<file path="config.mk">
export PLATFORM = sky130hd
export DESIGN_NAME = salt_ctrl
export DESIGN_NICKNAME = d
export VERILOG_FILES = /design/src/hw/rtl/salt_pkg.sv /design/src/hw/rtl/salt_ctrl.sv
export SDC_FILE = /design/constraint.sdc
export NUM_CORES = 1
export LEC_CHECK = 0
export BUFFER_PORTS_ARGS = -buffer_cell sky130_fd_sc_hd__buf_2
export CORE_AREA = 2 2 39 41
export DETAILED_ROUTE_END_ITERATION = 8
export DIE_AREA = 0 0 41 43
export PLACE_DENSITY = 0.42
export SLEW_MARGIN = 15
export SYNTH_ARGS = -nofsm -noshare
export SYNTH_HDL_FRONTEND = slang
export SYNTH_SLANG_ARGS = --single-unit
</file>
<file path="constraint.sdc">
create_clock -name clk -period 3.3 [get_ports clk]
set_clock_uncertainty 0.2 [all_clocks]
set_input_delay 0.495 -clock clk [delete_from_list [all_inputs] [get_ports clk]]
set_output_delay 0.495 -clock clk [all_outputs]
set_load 0.1 [all_outputs]
</file>
<file path="src/hw/rtl/salt_pkg.sv">
// ----------------------------------------------------------------------------
// salt_pkg
// Shared types and constants for the set-associative LRU translation buffer.
// ----------------------------------------------------------------------------
package salt_pkg;

  localparam int LOG_SETS = 10;
  localparam int WAYS     = 2;
  localparam int SETS     = 1 << LOG_SETS;
  localparam int WAY_W    = (WAYS > 1) ? $clog2(WAYS) : 1;

  localparam int VA_W    = 32;
  localparam int FRAME_W = 32;
  localparam int TAG_W   = VA_W - LOG_SETS;
  localparam int STAMP_W = 64;
  localparam int CNT_W   = 32;
  localparam int LPS_W   = 5;

  localparam logic [LPS_W-1:0] LPS_RESET = LPS_W'(12);

  localparam logic [1:0] KIND_LOOKUP = 2'd0;
  localparam logic [1:0] KIND_FILL   = 2'd1;
  localparam logic [1:0] KIND_FLUSH  = 2'd2;

  typedef struct packed {
    logic [1:0]         kind;
    logic [VA_W-1:0]    virtual_address;
    logic [FRAME_W-1:0] translation;
  } in_word_t;

  typedef struct packed {
    logic               hit;
    logic [FRAME_W-1:0] physical_frame;
    logic [CNT_W-1:0]   hit_total;
    logic [CNT_W-1:0]   miss_total;
    logic [CNT_W-1:0]   flush_total;
  } out_word_t;

  typedef struct packed {
    logic               valid;
    logic [TAG_W-1:0]   tag;
    logic [FRAME_W-1:0] frame;
    logic [STAMP_W-1:0] stamp;
  } way_t;

  typedef way_t [WAYS-1:0] row_t;

  localparam int ROW_W = $bits(row_t);

  typedef enum logic [2:0] {
    ST_INIT,
    ST_IDLE,
    ST_READ,
    ST_UPDATE,
    ST_FLUSH,
    ST_RESP
  } state_t;

  typedef struct packed {
    logic accept;
    logic rd_en;
    logic update;
    logic sweep_wr;
    logic load_out;
  } ctrl_cmd_t;

  typedef struct packed {
    logic out_free;
    logic sweep_last;
  } dp_status_t;

endpackage

</file>
<file path="src/hw/rtl/salt_ctrl.sv">
// ----------------------------------------------------------------------------
// salt_ctrl
// Sequencer: clearing sweep, read, update, flush sweep and result handoff.
// ----------------------------------------------------------------------------
module salt_ctrl
  import salt_pkg::*;
(
  input  logic       clk,
  input  logic       rst_n,
  input  logic       in_valid,
  input  logic [1:0] in_kind,
  input  dp_status_t status,
  output logic       in_ready,
  output ctrl_cmd_t  cmd
);

  state_t state_r;
  state_t state_nxt;

  always_ff @(posedge clk) begin
    if (!rst_n) begin
      state_r <= ST_INIT;
    end else begin
      state_r <= state_nxt;
    end
  end

  always_comb begin
    state_nxt = state_r;
    cmd       = '0;
    in_ready  = 1'b0;
    unique case (state_r)
      ST_INIT: begin
        cmd.sweep_wr = 1'b1;
        if (status.sweep_last) begin
          state_nxt = ST_IDLE;
        end
      end
      ST_IDLE: begin
        in_ready = 1'b1;
        if (in_valid) begin
          cmd.accept = 1'b1;
          state_nxt  = (in_kind == KIND_FLUSH) ? ST_FLUSH : ST_READ;
        end
      end
      ST_READ: begin
        cmd.rd_en = 1'b1;
        state_nxt = ST_UPDATE;
      end
      ST_UPDATE: begin
        cmd.update = 1'b1;
        state_nxt  = ST_RESP;
      end
      ST_FLUSH: begin
        cmd.sweep_wr = 1'b1;
        if (status.sweep_last) begin
          state_nxt = ST_RESP;
        end
      end
      ST_RESP: begin
        if (status.out_free) begin
          cmd.load_out = 1'b1;
          state_nxt    = ST_IDLE;
        end
      end
      default: begin
        state_nxt = ST_INIT;
      end
    endcase
  end

endmodule

</file>
; ---- Word-level counts from Yosys, hierarchy flattened
; Index checks and enable logic that the tools add are counted.
[op_classes]
n_eq_ne = 10
n_mux = 14
reduce_logical = 3
[op_table]
columns = cell, count
row1 = $pmux 3 s6, 1
row2 = $mux 3, 5
row3 = $mux 1, 8
row4 = $ne 2x2->1 const B, 4
row5 = $eq 3x2->1 const B, 2
row6 = $eq 3x3->1 const B, 2
row7 = $reduce_and 4->1, 1
row8 = $eq 3x1->1 const B, 1
row9 = $logic_not 3->1, 1
row10 = $eq 2x2->1 const B, 1
row11 = $reduce_or 2->1, 1
[word_totals]
register_bits = 3
in_bits = 7
output_inout_bits = 6
elab_cells = 28

; ---- Depth between registers and ports, before layout
; Gate-level depths: netlist (run 1).
[logic_depth]
ltp_word = 4
ltp_mapped = 4
depth_no_buf = 3

; ---- Least setup slack after synthesis (run 1)
; OpenSTA, ideal clock, no wires.
[synth_path]
kind = register -> output
from = register state_r[0]
to = output port cmd[4] in the netlist's numbering
arrival_ns = 3.734
required_ns = 2.605
path_slack_ns = -1.129
path_stages_with_launch = 4
n_path_buf = 1
path_cell_list = dfxtp_1 > buf_2 > nor3b_1 > and2_1
[synth_rtl]
columns = element, line
row1 = start: declaration, salt_ctrl.sv:17  ; state_t state_r;
row2 = start signal: assignment, salt_ctrl.sv:24  ; state_r <= state_nxt;
row3 = end: declaration, salt_ctrl.sv:14  ; output ctrl_cmd_t cmd

==> results of run 1 <==
## per-layer routing
| metal | GRT usage | up-vias | routed length (um) |
|---|---|---|---|
| met2 | 0.1031 | 10 | 247 |
| met4 | 0.08000 | 0 | 20 |
| met5 | 0 | - | 0 |
| met1 | 0.09265 | 102 | 231 |
| li1 | - | 129 | - |
| met3 | 0.03141 | 2 | 60 |
## through the flow
stage          hold WS, ns  worst slack (ns)    util  area [um^2]
6_report            0.3011             1.068  0.2459        340.3
2_1_floorplan       0.4127            0.3585       -        244.0
3_5_place_dp        0.4775             1.308  0.2269        314.1
3_3_place_gp        0.4765             1.333  0.2269        314.1
4_1_cts             0.2975             1.051  0.2459        340.3
5_1_grt             0.3059            0.9268  0.2459        340.3
## synth_stat cells
library cell / number / share of area
dfxtp_1: 3 / 0.26
nor2_1: 3 / 0.048
a21oi_1: 2 / 0.043
and2_1: 2 / 0.054
buf_2: 2 / 0.043
a221o_1: 1 / 0.043
a311oi_1: 1 / 0.038
and2b_2: 1 / 0.038
and3_1: 1 / 0.027
and4b_2: 1 / 0.048
and4bb_2: 1 / 0.054
inv_1: 1 / 0.016
mux2_2: 1 / 0.048
mux2_4: 1 / 0.064
nor2b_1: 1 / 0.027
nor3b_1: 1 / 0.032
o211ai_1: 1 / 0.032
o21a_1: 1 / 0.032
o21ai_0: 1 / 0.021
o31ai_1: 1 / 0.032
## worst max-delay path, stage by stage, from the launching register on
cell,delay (ns)
dfxtp_1,0.51
nor3b_4,0.24
and2_1,0.13
buf_2,0.41
## cells in the final DEF (no fill, tap or decap)
master,n
mux2_2,1
mux2_4,1
o31ai_1,1
and2_1,2
nor3b_4,1
inv_1,1
a311oi_1,1
o211ai_1,1
nor2_1,3
and4b_2,1
o21a_1,1
and2b_2,1
dfxtp_1,3
and4bb_2,1
clkbuf_1,1
o21ai_0,1
and3_1,1
a221o_1,1
buf_2,12
nor2b_1,1
clkbuf_4,3
a21oi_1,2
## logic make-up (layout without fill, tap and decap cells)
family	Yosys count	in the layout
AOI/OAI and AO/OA	8	8
buffers and inverters	3	17
DFF	3	3
muxes	2	2
and+or+nand+nor	11	11
## layout make-up
class	instances	area, um^2	area share
Timing Repair Buffer	12	60.06	0.1765
Inverter	1	3.754	0.01103
Multi-Input combinational cell	21	170.2	0.5000
Tap cell	16	20.02	0.05882
Sequential cell	3	60.06	0.1765
Clock buffer	4	26.28	0.07721
## power by group through the flow
stage / Sequential (W) / Clock [W] / Combinational (W)
6_report: 0.0000556 / 0.0000643 / 0.0000976
5_1_grt: 0.0000583 / 0.0000724 / 0.000104
4_1_cts: 0.0000557 / 0.0000676 / 0.0000984
3_5_place_dp: 0.0000562 / 0 / 0.0000981
3_3_place_gp: 0.0000560 / 0 / 0.0000986
2_1_floorplan: 0.0000476 / 0 / 0.0000920
## path summary, 6_finish.rpt
path / to / slack, ns / cells past startpoint
worst max-delay path: cmd[4] / 1.07 / 3
worst min-delay path: state_r[0]$_SDFFE_PN0P_ / 0.30 / 2
worst max register to register: state_r[2]$_SDFFE_PN0P_ / 1.76 / 3
worst min register to register: state_r[2]$_SDFFE_PN0P_ / 0.48 / 2
==> results.json, run 1 <==
{
  "pwr-share-clk": 0.296,
  "synth-adder-area-share": 0,
  "antenna_found_initial": 0,
  "top_register": "state_r",
  "cts_buffers": 3,
  "post_cts_resized": 0,
  "leakagePower_nw": 0.1578,
  "grt_overflow": 0,
  "min_from": "rst_n",
  "cts_tree": "done",
  "p_switching_w": 0.0001023,
  "cts_root_buf": "clkbuf_4",
  "portBuffers": 12,
  "synth-seq-area-share": 0.2581,
  "post-route-min-period_ns": 2.232,
  "crit_type": "reg2out",
  "syn-cell-area_um2": 232.7,
  "drt_iter0_drc": 4,
  "finalPower_w": 0.0002175,
  "die_h_um": 43,
  "initial_core_util": 0.1682,
  "synth_compound_area_frac": 0.2419,
  "clock_path_buffers": 2,
  "largest_reg_flops": 3,
  "critPathLaunchType": "flip-flop",
  "crit_arrival_ns": 1.54,
  "pwr_density_cell_mw_per_mm2": 639.2,
  "syn_inst": 27,
  "grt_max_degree": 13,
  "top_regs": "state_r x3",
  "r2r-start": "state_r[2]$_SDFFE_PN0P_",
  "clkSlewWorstSetupHoldPaths_ns": 0.04,
  "grt_pass1_vias": 202,
  "setup_viol": 0,
  "drive_gt1_frac": 0.5122,
  "syn-num-nets": 34,
  "avgSynthCellArea_um2": 8.619,
  "grt_pass1_wl_um": 890,
  "min_period_over_period": 0.6764,
  "clk_latency_ns": 0.23,
  "drcViolationCount": 0,
  "fmax_mhz": 448.0,
  "num_antenna_cells": 0,
  "cts.sinks": 3,
  "synth_mux_area_frac": 0.1129,
  "drtAntennaViolNets": 0,
  "dr.pass1.iters": 2,
  "ios": 13,
  "holdCritPathClass": "in2reg",
  "placementRows": 14,
  "place_inst": 53,
  "nFillCells": 160,
  "hold_viol_final": 0,
  "synth_seq_cells": 3,
  "cp-startpoint": "state_r[0]$_SDFFE_PN0P_",
  "synth_top_family_by_area": "simple AND/OR/NAND/NOR gates",
  "cts-htree-levels": 1,
  "drt_wl_total_um": 561,
  "p_seq_frac": 0.256,
  "synth_simple_gate_area_share": 0.3280,
  "die_w_um": 41,
  "tns_ns": 0,
  "num_vias": 243,
  "dieArea_mm2": 0.001763,
  "ys_warn_count": 0,
  "status": "finished clean",
  "core-area_mm2": 0.001384,
  "combPwrFrac": 0.449,
  "peakVddDrop_v": 0.0001457,
  "gp_congestion": 0.6107,
  "switching_share": 0.4703,
  "synth_xor_area_frac": 0,
  "grtUsageTotal": 0.08016,
  "area_growth_pct": 46.24,
  "endpoint_kind": "output port",
  "avgRoutedWirePerCell_um": 9.842,
  "cap_violations": 0,
  "hpwl_um": 418.2,
  "worstPathRequired_ns": 2.60,
  "max-slew-margin-rel": 0.6789,
  "critPathMaxFanout": 12,
  "nets": 49,
  "ys_types": 20,
  "instances_no_fill": 57,
  "rsz0062_at_grt": "false",
  "post-cts-setup-buffers": 0,
  "via_per_inst": 4.263,
  "tightest_slew_ns": 0.4849,
  "hold_buffers": 0,
  "slew_viol_final": 0,
  "internal_power_w": 0.0001152
}
Power figures use the tool's default switching activity.
==> inputs of run 2 (changes only) <==
ABC_AREA = 1   (was unset)
PLACE_DENSITY = 0.45   (was 0.42)
clock period = 2.15 ns   (was 3.3 ns; I/O delays follow)
==> results.json, run 2 <==
{
  "status": "finished clean",
  "leakagePower_nw": 0.2254,
  "die_w_um": 41,
  "cts-htree-levels": 1,
  "tns_ns": 0,
  "worstPathRequired_ns": 1.63,
  "synth-edff-count": 0,
  "tightest_slew_ns": 0.4836,
  "yosys_most_used_dff": "dfxtp_1",
  "drive_gt1_frac": 0.4444,
  "synthTopCellsByCount": "nand2_1, nor2_1, inv_1",
  "core-area_mm2": 0.001384,
  "antenna_found_initial": 0,
  "rsz0062_at_grt": "false",
  "cts_buffers": 3,
  "pwr_density_cell_mw_per_mm2": 955.3,
  "synth-seq-area-share": 0.2192,
  "post-route-min-period_ns": 1.965,
  "cts.sinks": 3,
  "synth_seq_cells": 3,
  "post-cts-setup-buffers": 0,
  "clkSlewWorstSetupHoldPaths_ns": 0.04,
  "gp_congestion": 0.6327,
  "cts_tree": "done",
  "syn-cell-area_um2": 274.0,
  "top_regs": "state_r x3",
  "hold_viol_final": 0,
  "ys_warn_count": 0,
  "peakVddDrop_v": 0.0002485,
  "die_h_um": 43,
  "slew_viol_final": 0,
  "grtUsageTotal": 0.08124,
  "hpwl_um": 525.7,
  "num_vias": 311,
  "max-slew-margin-rel": 0.6798,
  "clock_path_buffers": 2,
  "top_register": "state_r",
  "critPathLaunchType": "flip-flop",
  "hold_buffers": 0,
  "syn_inst": 48,
  "place_ws_ns": 0.4210,
  "grt_pass1_wl_um": 959,
  "drt_iter0_drc": 5,
  "cts_root_buf": "clkbuf_4",
  "portBuffers": 12,
  "synth_top_area_frac": 0.2192,
  "r2r-start": "state_r[0]$_SDFFE_PN0P_",
  "min_period_over_period": 0.9138,
  "drt_wl_total_um": 636,
  "area_growth_pct": 40.18,
  "avgRoutedWirePerCell_um": 8.051,
  "nets": 71,
  "avgSynthCellArea_um2": 5.709,
  "synth.most_common_cell": "nand2_1",
  "grt_overflow": 0,
  "setup_viol": 0,
  "largest_reg_flops": 3,
  "async_flop_share": 0,
  "initial_core_util": 0.1980,
  "crit_arrival_ns": 1.44,
  "cp-startpoint": "state_r[0]$_SDFFE_PN0P_",
  "final_common_cell": "buf_2",
  "finalPower_w": 0.0003669,
  "post_cts_resized": 0,
  "synth_top_cell_by_area": "dfxtp_1",
  "clk_latency_ns": 0.23,
  "syn-num-nets": 55,
  "endpoint_kind": "output port",
  "ios": 13,
  "critPathMaxFanout": 8,
  "via_per_inst": 3.937,
  "grt_pass1_vias": 250,
  "crit_type": "reg2out",
  "num_antenna_cells": 0,
  "dr.pass1.iters": 3,
  "cap_violations": 0,
  "yosys-top-cells-area": "dfxtp_1, nand2_1, nor2_1",
  "worst_slack_ns": 0.1852,
  "final_cell_mix": "buf_2, nand2_1, inv_1, nor2_1, nand3_1",
  "placementRows": 14,
  "min_from": "rst_n",
  "drcViolationCount": 0,
  "fmax_mhz": 509.0,
  "ys_types": 15,
  "drtAntennaViolNets": 0,
  "grt_max_degree": 9,
  "dieArea_mm2": 0.001763,
  "holdCritPathClass": "in2reg"
}
## run 2: cell types whose count changed after synthesis, moves of 2 or more
cell,change
nor2_1,+6
inv_1,+6
inv_2,+3
nand2_1,+11
a21oi_1,-2
buf_2,-2
nand3_1,+4
and2_1,-2
nor3_1,+2
nand2_2,+2
## run 2: cell families (layout without fill, tap and decap cells)
group	Yosys count	in the layout	synth area share
buf+inv	11	26	0.1781
compound gates	2	2	0.03649
flops	3	3	0.2192
simple gates	32	32	0.5662
## run 2: stage by stage
stage	util	area (um^2)	cells	hold WS (ns)
after floorplan	-	289.0	48	0.2490
after global placement	0.2586	357.8	75	0.3891
after detailed placement	0.2586	357.8	75	0.3877
after CTS	0.2776	384.1	79	0.1391
after global routing	0.2776	384.1	79	0.1513
final	0.2776	384.1	79	0.1481
## run 2: worst paths after layout
path,endpoint,cells past startpoint,slack [ns]
max,cmd[0],3,0.19
min,state_r[1]$_SDFFE_PN0P_,3,0.15
max reg2reg,state_r[0]$_SDFFE_PN0P_,6,0.83
min reg2reg,state_r[1]$_SDFFE_PN0P_,3,0.53
## run 2: critical path, stage by stage, from the launching register on
cell and delay (ns):
dfxtp_1 0.52, nand2_1 0.14, nor3_2 0.11, buf_2 0.44
## run 2: per-layer routing
layer,global-route usage,wire length [um]
met4,0.06000,0
met5,0,0
met1,0.1090,332
met2,0.1094,268
met3,0.01571,35
## run 2: report_power, final
| group | internal, W | leakage (nW) | total [W] | switching, W |
|---|---|---|---|---|
| registers | 0.0000644 | 0.0248 | 0.0000850 | 0.0000205 |
| logic | 0.0000409 | 0.186 | 0.000185 | 0.000144 |
| clock network | 0.0000694 | 0.0150 | 0.0000967 | 0.0000272 |
| total | 0.000175 | 0.225 | 0.000367 | 0.000192 |
## run 2: cell type report
class                           count  area, um^2
Tap cell                           16       20.02
Multi-Input combinational cell     34       180.2
Sequential cell                     3       60.06
Clock buffer                        4       26.28
Timing Repair Buffer               12       60.06
Inverter                           10       37.54
Fill cell                         167       999.7
